## config.mk

```make
export PLATFORM = sky130hd
export DESIGN_NAME = periodic_compare_timer_3ch_core
export DESIGN_NICKNAME = d
export VERILOG_FILES = /design/src/pct3_pkg.sv /design/src/pct3_timebase.sv /design/src/pct3_channel.sv /design/src/periodic_compare_timer_3ch_core.sv
export SDC_FILE = /design/constraint.sdc
export NUM_CORES = 1
export LEC_CHECK = 0
export BUFFER_PORTS_ARGS = -buffer_cell sky130_fd_sc_hd__buf_2
export CORE_MARGIN = 2
export CORE_UTILIZATION = 37
export DETAILED_ROUTE_END_ITERATION = 8
export GPL_TIMING_DRIVEN = 0
export SYNTH_ARGS = -nofsm -noshare
export SYNTH_HDL_FRONTEND = slang
export SYNTH_SLANG_ARGS = --single-unit
```

## constraint.sdc

```tcl
create_clock -name clk -period 3.77 [get_ports clk]
set_input_delay 0.377 -clock clk [delete_from_list [all_inputs] [get_ports clk]]
set_output_delay 0.377 -clock clk [all_outputs]
set_load 0.03 [all_outputs]
```

## src/pct3_pkg.sv

```systemverilog
// Package for the three-channel periodic compare timer.
// Holds action codes, prescaler limits, default sizes and the channel control struct.
// No dependencies.
package pct3_pkg;

	// Default sizes handed to the top level parameters.
	localparam int DefNumChannels = 3;
	localparam int DefCountWidth  = 16;
	localparam int PrescaleWidth  = 7;

	// Request action codes.
	typedef enum logic [1:0] {
		ACT_TICK  = 2'd0,
		ACT_START = 2'd1,
		ACT_STOP  = 2'd2,
		ACT_NONE  = 2'd3
	} action_t;

	// Prescaler select codes.
	typedef enum logic [1:0] {
		DIV_1   = 2'd0,
		DIV_8   = 2'd1,
		DIV_32  = 2'd2,
		DIV_128 = 2'd3
	} prescale_t;

	localparam prescale_t PrescaleReset = DIV_128;

	// Per-channel strobes for one processed request.
	typedef struct packed {
		logic start;
		logic stop;
		logic roll;
	} chan_ctrl_t;

	// Terminal prescaler count for each divider: the divider minus one.
	function automatic logic [PrescaleWidth-1:0] prescale_limit(input prescale_t sel);
		logic [PrescaleWidth-1:0] lim;
		case (sel)
			DIV_1:   lim = 7'd0;
			DIV_8:   lim = 7'd7;
			DIV_32:  lim = 7'd31;
			DIV_128: lim = 7'd127;
			default: lim = 7'd127;
		endcase
		return lim;
	endfunction

endpackage

```

## src/pct3_timebase.sv

```systemverilog
// Prescaler and free-running main counter of the compare timer.
// Depends on pct3_pkg.
module pct3_timebase #(
	parameter int COUNT_WIDTH = pct3_pkg::DefCountWidth
) (
	input  logic                   clk,
	input  logic                   arst_n,
	input  pct3_pkg::prescale_t    prescale_sel,
	input  logic                   tick,
	output logic                   roll,
	output logic [COUNT_WIDTH-1:0] count_q,
	output logic [COUNT_WIDTH-1:0] count_new
);
	import pct3_pkg::*;

	logic [PrescaleWidth-1:0] pre_q;

	// The prescaler rolls over at or above its terminal count, so a smaller
	// divider chosen mid-count takes effect on the next tick.
	assign roll      = tick && (pre_q >= prescale_limit(prescale_sel));
	assign count_new = COUNT_WIDTH'(count_q + 1'b1);

	// Prescaler and counter registers.
	always_ff @(posedge clk or negedge arst_n) begin
		if (!arst_n) begin
			pre_q   <= '0;
			count_q <= '0;
		end else if (roll) begin
			pre_q   <= '0;
			count_q <= count_new;
		end else if (tick) begin
			pre_q   <= PrescaleWidth'(pre_q + 1'b1);
		end
	end

endmodule

```

## src/pct3_channel.sv

```systemverilog
// One periodic compare channel: period, enable and compare value.
// Depends on pct3_pkg.
module pct3_channel #(
	parameter int COUNT_WIDTH = pct3_pkg::DefCountWidth
) (
	input  logic                   clk,
	input  logic                   arst_n,
	input  pct3_pkg::chan_ctrl_t   ctrl,
	input  logic [COUNT_WIDTH-1:0] period,
	input  logic [COUNT_WIDTH-1:0] count_q,
	input  logic [COUNT_WIDTH-1:0] count_new,
	output logic                   fire,
	output logic                   enable_q
);
	import pct3_pkg::*;

	logic [COUNT_WIDTH-1:0] period_q;
	logic [COUNT_WIDTH-1:0] compare_q;

	// A match is checked against the count after the increment.
	assign fire = ctrl.roll && enable_q && (compare_q == count_new);

	// Start arms at the current count plus the period; a firing re-arms
	// at the new count plus the period. A zero period waits a full wrap.
	always_ff @(posedge clk or negedge arst_n) begin
		if (!arst_n) begin
			period_q  <= '0;
			compare_q <= '0;
			enable_q  <= 1'b0;
		end else if (ctrl.start) begin
			period_q  <= period;
			compare_q <= COUNT_WIDTH'(count_q + period);
			enable_q  <= 1'b1;
		end else if (ctrl.stop) begin
			enable_q  <= 1'b0;
		end else if (fire) begin
			compare_q <= COUNT_WIDTH'(count_new + period_q);
		end
	end

endmodule

```

## src/periodic_compare_timer_3ch_core.sv

```systemverilog
// Top level of the periodic compare timer: input register, timebase,
// compare channels and result register.
// Depends on pct3_pkg, pct3_timebase and pct3_channel.
//
// Usage: each request on the input channel (in_valid/in_ready) is a tick of
// the input clock, a start of a channel with a period, a stop of a channel,
// or no action. Every request yields exactly one result on the output channel
// (out_valid/out_ready): the mask of channels that fired, whether any
// channel is running, and the counter value after the request.
// The prescaler select is to be written through cfg_we/cfg_wdata only while
// idle; the block itself does not enforce this. From acceptance, a request
// waits in the input register, then the timebase and channel compares update
// the state and load the result register. Throughput is one request per cycle
// while the receiver does not stall. Reset clears the counter, prescaler and
// all channels (all stopped) and selects divide by 128. When the receiver
// stalls, the result register holds, the input register keeps one more
// request, and in_ready then drops until the result is taken.
module periodic_compare_timer_3ch_core #(
	parameter int NUM_CHANNELS = pct3_pkg::DefNumChannels,
	parameter int COUNT_WIDTH  = pct3_pkg::DefCountWidth
) (
	input  logic                    clk,
	input  logic                    arst_n,
	input  logic                    cfg_we,
	input  logic [1:0]              cfg_wdata,
	input  logic                    in_valid,
	output logic                    in_ready,
	input  logic [1:0]              action,
	input  logic [1:0]              channel,
	input  logic [COUNT_WIDTH-1:0]  period,
	output logic                    out_valid,
	input  logic                    out_ready,
	output logic [NUM_CHANNELS-1:0] fired_mask,
	output logic                    running,
	output logic [COUNT_WIDTH-1:0]  count_now
);
	import pct3_pkg::*;

	prescale_t              prescale_sel_q;
	logic                   valid_s1;
	action_t                action_s1;
	logic [2:0]             channel_s1;
	logic [COUNT_WIDTH-1:0] period_s1;
	logic                   advance;
	logic                   tick;
	logic                   roll;
	logic [COUNT_WIDTH-1:0] count_q;
	logic [COUNT_WIDTH-1:0] count_new;
	logic [NUM_CHANNELS-1:0] fire;
	logic [NUM_CHANNELS-1:0] enable;
	logic                   valid_s2;
	logic [NUM_CHANNELS-1:0] fired_s2;

	// Configuration register.
	always_ff @(posedge clk or negedge arst_n) begin
		if (!arst_n) begin
			prescale_sel_q <= PrescaleReset;
		end else if (cfg_we) begin
			prescale_sel_q <= prescale_t'(cfg_wdata);
		end
	end

	// The request in the input register is processed when the result
	// register is free or being emptied.
	assign advance  = valid_s1 && (!valid_s2 || out_ready);
	assign in_ready = !valid_s1 || advance;
	assign tick     = advance && (action_s1 == ACT_TICK);

	// Input register.
	always_ff @(posedge clk or negedge arst_n) begin
		if (!arst_n) begin
			valid_s1 <= 1'b0;
		end else if (in_ready) begin
			valid_s1 <= in_valid;
		end
	end

	always_ff @(posedge clk) begin
		if (in_ready && in_valid) begin
			action_s1  <= action_t'(action);
			channel_s1 <= {1'b0, channel};
			period_s1  <= period;
		end
	end

	pct3_timebase #(
		.COUNT_WIDTH (COUNT_WIDTH)
	) u_timebase (
		.clk          (clk),
		.arst_n       (arst_n),
		.prescale_sel (prescale_sel_q),
		.tick         (tick),
		.roll         (roll),
		.count_q      (count_q),
		.count_new    (count_new)
	);

	// Compare channels, each decoding its own start and stop.
	for (genvar i = 0; i < NUM_CHANNELS; i++) begin : g_chan
		chan_ctrl_t ctrl;

		always_comb begin
			ctrl.start = advance && (action_s1 == ACT_START) && (channel_s1 == 3'(i));
			ctrl.stop  = advance && (action_s1 == ACT_STOP) && (channel_s1 == 3'(i));
			ctrl.roll  = roll;
		end

		pct3_channel #(
			.COUNT_WIDTH (COUNT_WIDTH)
		) u_channel (
			.clk       (clk),
			.arst_n    (arst_n),
			.ctrl      (ctrl),
			.period    (period_s1),
			.count_q   (count_q),
			.count_new (count_new),
			.fire      (fire[i]),
			.enable_q  (enable[i])
		);
	end

	// Result register. Counter and enables change only when a new result is
	// loaded, so they are shown straight from the state registers.
	always_ff @(posedge clk or negedge arst_n) begin
		if (!arst_n) begin
			valid_s2 <= 1'b0;
		end else if (advance) begin
			valid_s2 <= 1'b1;
		end else if (out_ready) begin
			valid_s2 <= 1'b0;
		end
	end

	always_ff @(posedge clk) begin
		if (advance) begin
			fired_s2 <= fire;
		end
	end

	assign out_valid  = valid_s2;
	assign fired_mask = fired_s2;
	assign running    = |enable;
	assign count_now  = count_q;

	// A fired channel stays enabled, so a fired result always shows running.
	a_fire_running: assert property (@(posedge clk) disable iff (!arst_n)
		(out_valid && (|fired_mask)) |-> running)
		else $error("fired result without a running channel");

	// A stalled result must keep its counter and running flag.
	a_stall_hold: assert property (@(posedge clk) disable iff (!arst_n)
		(out_valid && !out_ready) |=> ($stable(count_now) && $stable(running)))
		else $error("result state changed during stall");

	// A request held in the input register is not lost while blocked.
	a_s1_hold: assert property (@(posedge clk) disable iff (!arst_n)
		(valid_s1 && !advance) |=> valid_s1)
		else $error("input register dropped a request");

	// With both registers full and the output stalled, no request is taken.
	a_backpressure: assert property (@(posedge clk) disable iff (!arst_n)
		(valid_s1 && out_valid && !out_ready) |-> !in_ready)
		else $error("request accepted while pipeline is full");

endmodule
```

Word-level counts from Yosys, hierarchy flattened
Cells that the tools add are included.
{"block": "classes", "n_eq_ne": 13, "order_cmp": 1, "addsub": 6, "reduce_logical": 37, "n_mux": 20}
{"operator": "2-to-1 mux 16 bit", "n": 9}
{"operator": "adder 16 bit", "n": 4}
{"operator": "equality test 16 bit", "n": 3}
{"operator": "case mux 7 bit (4 select lines)", "n": 1}
{"operator": "logical AND 1 bit", "n": 18}
{"operator": "adder 16 x 1 -> 16 bit, second input constant", "n": 1}
{"operator": "nonzero test 2 bit", "n": 8}
{"operator": "2-to-1 mux 7 bit", "n": 2}
{"operator": "equality test 2 bit, second input constant", "n": 4}
{"operator": "2-to-1 mux 1 bit", "n": 8}
{"operator": "adder 7 x 1 -> 7 bit, second input constant", "n": 1}
{"operator": "greater-or-equal comparator 7 bit", "n": 1}
{"operator": "equality test 2 x 1 -> 1 bit, second input constant", "n": 3}
{"operator": "inequality test 2 x 1 -> 1 bit, second input constant", "n": 3}
{"operator": "AND reduction 2 bit", "n": 3}
{"operator": "logical NOT 2 bit", "n": 2}
{"operator": "logical NOT 3 bit", "n": 1}
{"operator": "OR reduction 3 bit", "n": 1}
{"operator": "logical NOT 1 bit", "n": 2}
{"operator": "logical OR 1 bit", "n": 2}
{"block": "word_totals", "ff_bits": 149, "wordCells": 95, "out_inout_bits": 22}

Logic depth before layout (Yosys ltp)
Gate-level depths: netlist of run 1.
{"block": "logic_depth", "word_depth": 10, "depth_mapped": 15, "depth_no_buf": 15}

Hierarchy
Synthesis of run 1 repeated with hierarchy kept, for this count alone.
{"block": "hier_totals", "cells_unflattened": 1131, "area_unflattened_um2": 11412.2}
{"module": "pct3_channel (g_chan[0].u_channel ...)", "area_per_inst_um2": 2921.6, "cells_per_inst": 308, "instances": 2}
{"module": "pct3_channel (g_chan[2].u_channel)", "area_per_inst_um2": 3121.7, "cells_per_inst": 332, "instances": 1}
{"module": "pct3_timebase", "area_per_inst_um2": 1447.6, "cells_per_inst": 133, "instances": 1}
{"module": "periodic_compare_timer_3ch_core", "area_per_inst_um2": 999.7, "cells_per_inst": 50, "instances": 1}

Least setup slack after synthesis of run 1
Ideal clock, no wire load.
{"block": "synth_path", "path_kind": "register to register", "start": "reg u_timebase.count_q[1]", "end": "reg g_chan[1].u_channel.compare_q[15]", "synth_period_minus_slack_ps": 3973, "t_required_ps": 3645, "t_arrival_ps": 3848, "n_path_buf": 0, "path_stages_with_launch": 15, "slack_ps": -203, "path_cell_list": "dfrtp_1 ha_1 nand3_1 nor3_1 xnor2_1 inv_1 ha_1 and3_1 a311o_1 o31ai_1 o21ai_0 a31oi_1 xnor2_1 mux2_1 mux2_2"}
{"block": "synth_via", "elab_chain_cells": 5, "word_cells_on_any_way": 10}
{"item": "start, declared", "line_no": "pct3_timebase.sv:11", "source": "output logic [COUNT_WIDTH-1:0] count_q,"}
{"item": "start signal, assigned", "line_no": "pct3_timebase.sv:30", "source": "count_q <= count_new;"}
{"item": "adder 16 x 1 -> 16 bit *", "line_no": "pct3_timebase.sv:21", "source": "assign count_new = COUNT_WIDTH'(count_q + 1'b1);"}
{"item": "named net count_new[8]", "line_no": "periodic_compare_timer_3ch_core.sv:48", "source": "logic [COUNT_WIDTH-1:0] count_new;"}
{"item": "adder 16 bit / equality test 16 bit (equally long branches)", "line_no": "pct3_channel.sv:37, pct3_channel.sv:21"}
{"item": "2-to-1 mux 16 bit / logical AND 1 bit (equally long branches)", "line_no": "pct3_channel.sv:36, pct3_channel.sv:21"}
{"item": "2-to-1 mux 16 bit / nonzero test 2 bit (equally long branches)"}
{"item": "2-to-1 mux 16 bit / AND reduction 2 bit (equally long branches)"}
{"item": "end signal, assigned", "line_no": "pct3_channel.sv:32", "source": "compare_q <= COUNT_WIDTH'(count_q + period);"}
{"item": "end signal, assigned", "line_no": "pct3_channel.sv:37", "source": "compare_q <= COUNT_WIDTH'(count_new + period_q);"}
{"item": "end, declared", "line_no": "pct3_channel.sv:18", "source": "logic [COUNT_WIDTH-1:0] compare_q;"}
The timed path passes the listed nets; every way through them passes the cells marked *. The select of a mux whose other input is x is not followed.
A chain may end at the register's enable or synchronous reset.

Worst setup path in the final report of run 1
{"block": "layout_path", "start": "reg u_timebase.count_q[7]", "end": "reg g_chan[1].u_channel.compare_q[15]"}
The elaborated chain is that of the path after synthesis.

==> results.sh, run 1 <==
export IMPL_grt_max_degree=86
export IMPL_setup_tns_ps=0
export IMPL_timing_rr_start="u_timebase.count_q[7]"
export IMPL_grt_use_met3=0.0377
export IMPL_endpoint="g_chan[1].u_channel.compare_q[15]"
export IMPL_grt_pass1_vias=7808
export IMPL_grt_use_met1=0.284
export IMPL_clock_sinks=149
export IMPL_timing_reg2reg_worst_path_depth=14
export IMPL_period_needed_ps=3660
export IMPL_worst_pin_slew_ps=968
export IMPL_syn_to_final_growth_pct=16.2
export IMPL_rows=61
export IMPL_synth_fp_nets=1146
export IMPL_viasPerCell=5.32
export IMPL_fin_crit_sh=0.970
export IMPL_synth_edf_count=23
export IMPL_overflow=0
export IMPL_ant_nets=0
export IMPL_final_cell_mix="120 x nand2_1, 117 x dfrtp_1, 77 x ha_1, 64 x xnor2_1, 55 x mux2i_1"
export IMPL_vias=8026
export IMPL_regArea_sq_um=3850
export IMPL_power_frac_comb=0.400
export IMPL_hold_viol_final=0
export IMPL_pwr_density_cell_nw_per_um2=567
export IMPL_p_switching_mw=2.60
export IMPL_drc=0
export IMPL_place_area_sq_um=11100
export IMPL_dr_first_iter_drc_count=615
export IMPL_worstSetupPathType="reg2reg"
export IMPL_routedWlPerCell_um=19.4
export IMPL_fp_dieArea_sq_um=29300
export IMPL_seqPwrFrac=0.353
export IMPL_syn_area_per_cell_sq_um=9.98
export IMPL_slew_viol_final=0
export IMPL_synth_ff_type="dfrtp_1"
export IMPL_portBuffers=48
export IMPL_die_h_um=171
export IMPL_die_w_um=171
export IMPL_endpoint_kind="register"
export IMPL_seq_area_frac_synth=0.371
export IMPL_clkPwrFrac=0.247
export IMPL_required_ps=4090
export IMPL_mostFrequentLayoutCell="nand2_1"
export IMPL_fin_area_sq_um=12000
export IMPL_top_usage_layer="met2"
export IMPL_track_usage=0.207
export IMPL_rsz0062_at_grt="yes"
export IMPL_yosysWarnings=0
export IMPL_antenna_cells=0
export IMPL_clock_fmax_mhz=273
export IMPL_internal_power_mw=4.22
export IMPL_clock_path_buffers=2
export IMPL_path_clk_slew_ps=70
export IMPL_start_util=0.374
export IMPL_vdd_ir_drop_max_uv=353
export IMPL_firstDrtPassIters=4
export IMPL_core_area_sq_um=27700
export IMPL_relSlewSlack=0.353
export IMPL_wl_um=29300
export IMPL_hp_start="period[3]"
export IMPL_crit_path_start_kind="register"
export IMPL_synth_distinct_cells=75
export IMPL_final_nets=1227
export IMPL_mappedNetlistArea_sq_um=10400
export IMPL_cts_tree="yes"
export IMPL_max_cap_violations=0
export IMPL_cts_root_buf="clkbuf_16"
export IMPL_antenna_found_initial=0
export IMPL_cts_buffers=17
export IMPL_async_reset_ff_frac=0.846
export IMPL_setup_viol=0
export IMPL_critical_path_startpoint="u_timebase.count_q[7]"
export IMPL_leakagePower_nw=5.71
export IMPL_holdCritPathClass="in2reg"
export IMPL_p_sw_frac=0.381
export IMPL_synth_cells=1037
export IMPL_cp_arrival_ps=3980
export IMPL_htreeDepth=4
export IMPL_dp_hpwl_um=22500
export IMPL_path_max_fanout=10
export IMPL_fin_skew_ps=11.5
export IMPL_reg2reg_slack_ps=110
export IMPL_met2_usage=0.326
export IMPL_multi_input_area_sq_um=6470
export IMPL_fillers=2637
export IMPL_gp_routability_congestion=0.897
export IMPL_ys_seq_elements=149
export IMPL_grt_pass1_wl_um=45100
export IMPL_r2r_end="g_chan[1].u_channel.compare_q[15]"
export IMPL_boundaryPins=49
export IMPL_drive_above_1_share=0.176
export IMPL_clock_latency_ps=440
export IMPL_status="complete, no violations"
==> kinds of logic (layout without fill, tap and decap cells) <==
group	after synthesis	count (layout)	share of synthesized area
AND/OR/NAND/NOR	320	320	0.159
AO/OA/AOI/OAI	194	194	0.117
flip-flops	149	149	0.371
XOR/XNOR	136	136	0.125
multiplexers	96	96	0.0978
adder cells (fa/ha/maj)	82	82	0.102
buffers and inverters	60	154	0.0271
==> timing repair <==
item,4_1_cts,5_1_grt
hold buffers,1,0
cloned,0,0
setup endpoints to repair,13,14
buffers inserted,0,12
pin swaps,2,6
endpoints found under the hold margin,41,0
resized for setup,24,23
==> routing by layer <==
layer | up-vias | routed length [um]
met2 | 244 | 13100
met3 | 51 | 1540
met5 | - | 0
li1 | 3864 | -
met1 | 3867 | 13800
met4 | 0 | 880
==> cell type report <==
cell class | instances | share of cell area
repair buffers | 62 | 0.0311
multi-input cells | 828 | 0.538
clock inverters | 14 | 0.0113
clock buffers | 18 | 0.0357
well taps | 378 | 0.0393
plain buffers | 37 | 0.0172
inverters | 23 | 0.00718
flip-flops and latches | 149 | 0.321
==> power groups by stage <==
| stage | combinational [mW] | sequential, mW | clock, mW |
|---|---|---|---|
| after CTS | 2.68 | 2.40 | 1.72 |
| after detailed placement | 2.61 | 2.42 | 0 |
| final | 2.73 | 2.41 | 1.68 |
| after floorplan | 1.92 | 2.34 | 0 |
| after global routing | 3.02 | 2.46 | 1.79 |
| after global placement | 2.57 | 2.42 | 0 |
==> cells in the mapped netlist (8+ instances only) <==
| master | instances | area [sq um] |
|---|---|---|
| nor2b_1 | 11 | 68.8 |
| edfxtp_1 | 23 | 691 |
| or3_1 | 8 | 50.1 |
| and3_1 | 11 | 68.8 |
| inv_1 | 23 | 86.3 |
| o21ai_0 | 56 | 280 |
| buf_2 | 8 | 40.0 |
| mux2_2 | 34 | 383 |
| xor2_1 | 58 | 508 |
| nand2_1 | 121 | 454 |
| xnor2_1 | 69 | 604 |
| a21o_1 | 24 | 180 |
| nand2b_1 | 16 | 100 |
| nor3_1 | 21 | 105 |
| a21oi_1 | 50 | 250 |
| nor2_1 | 53 | 199 |
| dfrtp_1 | 124 | 3100 |
| nand3_1 | 27 | 135 |
| clkbuf_1 | 18 | 67.6 |
| a31oi_1 | 15 | 93.8 |
| mux2i_1 | 55 | 551 |
| ha_1 | 78 | 976 |
==> how the worst min path moves through the flow <==
stage / end / depth (start not counted)
after floorplan: g_chan[0].u_channel.compare_q[0] / 0
after global placement: g_chan[0].u_channel.period_q[8] / 2
after detailed placement: u_timebase.count_q[2] / 1
final: period_s1[3] / 1
after global routing: period_s1[1] / 1
after CTS: period_s1[3] / 1
==> metrics by stage <==
stage / std cells / worst slack [ps] / total power [mW] / hold WS [ps] / utilization
2_1_floorplan: 1037 / 69.7 / 4.26 / 81.4 / -
6_report: 1509 / 113 / 6.82 / 113 / 0.434
4_1_cts: 1497 / -95.9 / 6.80 / 101 / 0.426
3_3_place_gp: 1463 / -648 / 4.99 / 466 / 0.400
5_1_grt: 1509 / -34.7 / 7.26 / 103 / 0.434
3_5_place_dp: 1464 / -674 / 5.03 / 334 / 0.401
==> state kept, by name, summed over array words and instances (netlist names) <==
| signal | count |
|---|---|
| u_timebase.pre_q | 7 |
| g_chan.u_channel.compare_q | 48 |
| action_s1 | 2 |
| channel_s1 | 2 |
| u_timebase.count_q | 16 |
| prescale_sel_q | 2 |
| fired_mask | 3 |
| period_s1 | 16 |
| out_valid | 1 |
| g_chan.u_channel.enable_q | 3 |
| valid_s1 | 1 |
| g_chan.u_channel.period_q | 48 |
==> critical path, stage by stage (launching register included) <==
cell and delay, ps:
dfrtp_2 530, inv_1 230, nor3_4 260, xnor2_2 200
inv_1 170, ha_1 380, nand3_1 110, nand2_1 70
a311o_1 400, o31ai_4 250, o21ai_2 140, a31oi_4 180
xnor2_1 90, mux2_1 270, mux2_2 260
No activity file was read; power rests on OpenSTA's default activity.
==> run 2, diff against run 1 <==
--- a/config.mk
+++ b/config.mk
@@ -8,8 +8,10 @@
 export BUFFER_PORTS_ARGS = -buffer_cell sky130_fd_sc_hd__buf_2
 export CORE_MARGIN = 2
 export CORE_UTILIZATION = 37
+export CTS_BUF_LIST = sky130_fd_sc_hd__clkbuf_16
 export DETAILED_ROUTE_END_ITERATION = 8
 export GPL_TIMING_DRIVEN = 0
+export MAX_ROUTING_LAYER = met4
 export SYNTH_ARGS = -nofsm -noshare
 export SYNTH_HDL_FRONTEND = slang
 export SYNTH_SLANG_ARGS = --single-unit
==> run 2 against run 1 <==
Via count is 2.1% higher; sequential share of layout area is 0.083 points lower; flip-flop and latch count stayed put; worst setup slack better by 54 ps; clock skew hardly changed; die area stayed put; final cell count is 0.40% higher; combinational power hardly changed; clock-buffer cell count is 1 lower; non-clock buffer count is 6 higher; clock power hardly changed; highest routed layer unchanged.
==> results.sh, run 2 (synthesized netlist as in run 1, its figures left out) <==
export IMPL_worst_pin_slew_ps=991
export IMPL_grt_pass1_wl_um=46200
export IMPL_vias=8192
export IMPL_track_usage=0.217
export IMPL_hold_viol_final=0
export IMPL_clock_fmax_mhz=278
export IMPL_cp_arrival_ps=3940
export IMPL_final_nets=1233
export IMPL_worstSetupPathType="reg2reg"
export IMPL_setup_viol=0
export IMPL_ant_nets=0
export IMPL_dr_first_iter_drc_count=548
export IMPL_fp_dieArea_sq_um=29300
export IMPL_die_h_um=171
export IMPL_slew_viol_final=0
export IMPL_mostFrequentLayoutCell="nand2_1"
export IMPL_firstDrtPassIters=6
export IMPL_holdCritPathClass="in2reg"
export IMPL_grt_pass1_vias=7934
export IMPL_pre_cts_ws_ps=-717
export IMPL_antenna_found_initial=1
export IMPL_syn_to_final_growth_pct=16.5
export IMPL_cts_tree="yes"
export IMPL_max_cap_violations=0
export IMPL_cts_buffers=17
export IMPL_rows=61
export IMPL_final_cell_mix="121 x nand2_1, 116 x dfrtp_1, 77 x ha_1, 64 x xnor2_1, 55 x mux2i_1"
export IMPL_path_clk_slew_ps=70
export IMPL_overflow=0
export IMPL_pwr_density_cell_nw_per_um2=566
export IMPL_status="complete, no violations"
export IMPL_clock_path_buffers=2
export IMPL_fin_skew_ps=11.8
export IMPL_portBuffers=48
export IMPL_drc=0
export IMPL_critPathTopFamily="compound AO/OA/AOI/OAI gates"
export IMPL_vdd_ir_drop_max_uv=344
export IMPL_path_max_fanout=8
export IMPL_core_area_sq_um=27700
export IMPL_reg_top3="g_chan.u_channel.compare_q x48, g_chan.u_channel.period_q x48"
export IMPL_drive_above_1_share=0.182
export IMPL_period_needed_ps=3600
export IMPL_start_util=0.374
export IMPL_cp_slowest_stage_delay_ps=440
export IMPL_htreeDepth=4
export IMPL_relSlewSlack=0.334
export IMPL_rsz0062_at_grt="no"
export IMPL_gp_routability_congestion=0.881
export IMPL_dp_hpwl_um=22600
export IMPL_antenna_cells=0
export IMPL_routedWlPerCell_um=19.8
export IMPL_cts_root_buf="clkbuf_16"
export IMPL_die_w_um=171
export IMPL_required_ps=4100
export IMPL_crit_path_start_kind="register"
export IMPL_leakagePower_nw=5.72
export IMPL_crit_slowest_cell="dfrtp_2"
export IMPL_clock_sinks=149
export IMPL_endpoint_kind="register"
export IMPL_grt_max_degree=91
export IMPL_setup_slack_ps=167
export IMPL_wl_um=30100
export IMPL_crit_buf_inv=2
export IMPL_fin_crit_sh=0.956
export IMPL_crit_chain="buf_4 > nand3_4 > nor3_4 > xnor2_4 > inv_2 > ha_1 > and3_1 > a311o_1 > o31ai_4 > o21ai_2 > a31oi_4 > xnor2_1 > mux2_1 > mux2_2"
export IMPL_clock_latency_ps=440
export IMPL_viasPerCell=5.41
export IMPL_boundaryPins=49
export IMPL_power_mw=6.83
run 2: layout make-up:
class | count | area [sq um]
plain buffers | 36 | 203
clock buffers | 17 | 425
clock inverters | 15 | 133
fillers | 2644 | 15600
inverters | 23 | 86.3
multi-input cells | 828 | 6450
flip-flops and latches | 149 | 3860
well taps | 378 | 473
repair buffers | 69 | 439
run 2: timing repair:
action | 4_1_cts | 5_1_grt
endpoints found under the setup margin | 13 | 12
gates resized for setup | 30 | 17
hold endpoints to repair | 34 | 0
pin swaps | 5 | 9
hold buffers | 1 | 0
buffers inserted | 4 | 15
gates cloned | 0 | 0
run 2: final timing paths:
kind | slack (ps) | depth (start not counted) | startpoint | endpoint
min | 100 | 1 | period[13] | period_s1[13]
max | 170 | 14 | u_timebase.count_q[4] | g_chan[1].u_channel.compare_q[15]
min reg2reg | 480 | 2 | g_chan[0].u_channel.period_q[3] | g_chan[0].u_channel.period_q[3]
min in group asynchronous | 410 | 2 | arst_n | u_timebase.count_q[0]
max in group asynchronous | 2580 | 3 | arst_n | g_chan[0].u_channel.period_q[14]
max reg2reg | 170 | 14 | u_timebase.count_q[4] | g_chan[1].u_channel.compare_q[15]
run 2: per-layer routing:
| metal | wire length (um) | part of all wire | track usage |
|---|---|---|---|
| met1 | 13900 | 0.46 | 0.292 |
| met3 | 1580 | 0.052 | 0.0315 |
| met4 | 807 | 0.027 | 0.0755 |
| met2 | 13800 | 0.46 | 0.337 |
| met5 | 0 | 0 | - |
run 2: metrics by stage:
| step | util | TNS, ps | hold slack (ps) | instances | cell area [sq um] |
|---|---|---|---|---|---|
| finish | 0.435 | 0 | 102 | 1515 | 12100 |
| global route | 0.435 | 0 | 95.1 | 1515 | 12100 |
| CTS | 0.428 | 0 | 90.5 | 1500 | 11800 |
| detailed placement | 0.401 | -2400 | 313 | 1464 | 11100 |
| global placement | 0.400 | -2460 | 466 | 1463 | 11100 |
| floorplan | - | 0 | 81.4 | 1037 | 10400 |
run 2: worst reg2reg max path: cells and delay by family, from the launching register on:
family	cells	cell delay, ps
AO/OA/AOI/OAI	4	980
AND/OR/NAND/NOR	3	600
multiplexers	2	520
flip-flops	1	440
adder cells (fa/ha/maj)	1	350
buffers and inverters	2	320
XOR/XNOR	2	280
run 2: report_power, final:
part | leakage (nW) | internal (mW) | switching [mW] | total, mW
Clock | 0.271 | 0.911 | 0.763 | 1.67
Combinational | 3.68 | 1.22 | 1.51 | 2.73
Sequential | 1.77 | 2.03 | 0.399 | 2.43
Total | 5.72 | 4.16 | 2.67 | 6.83
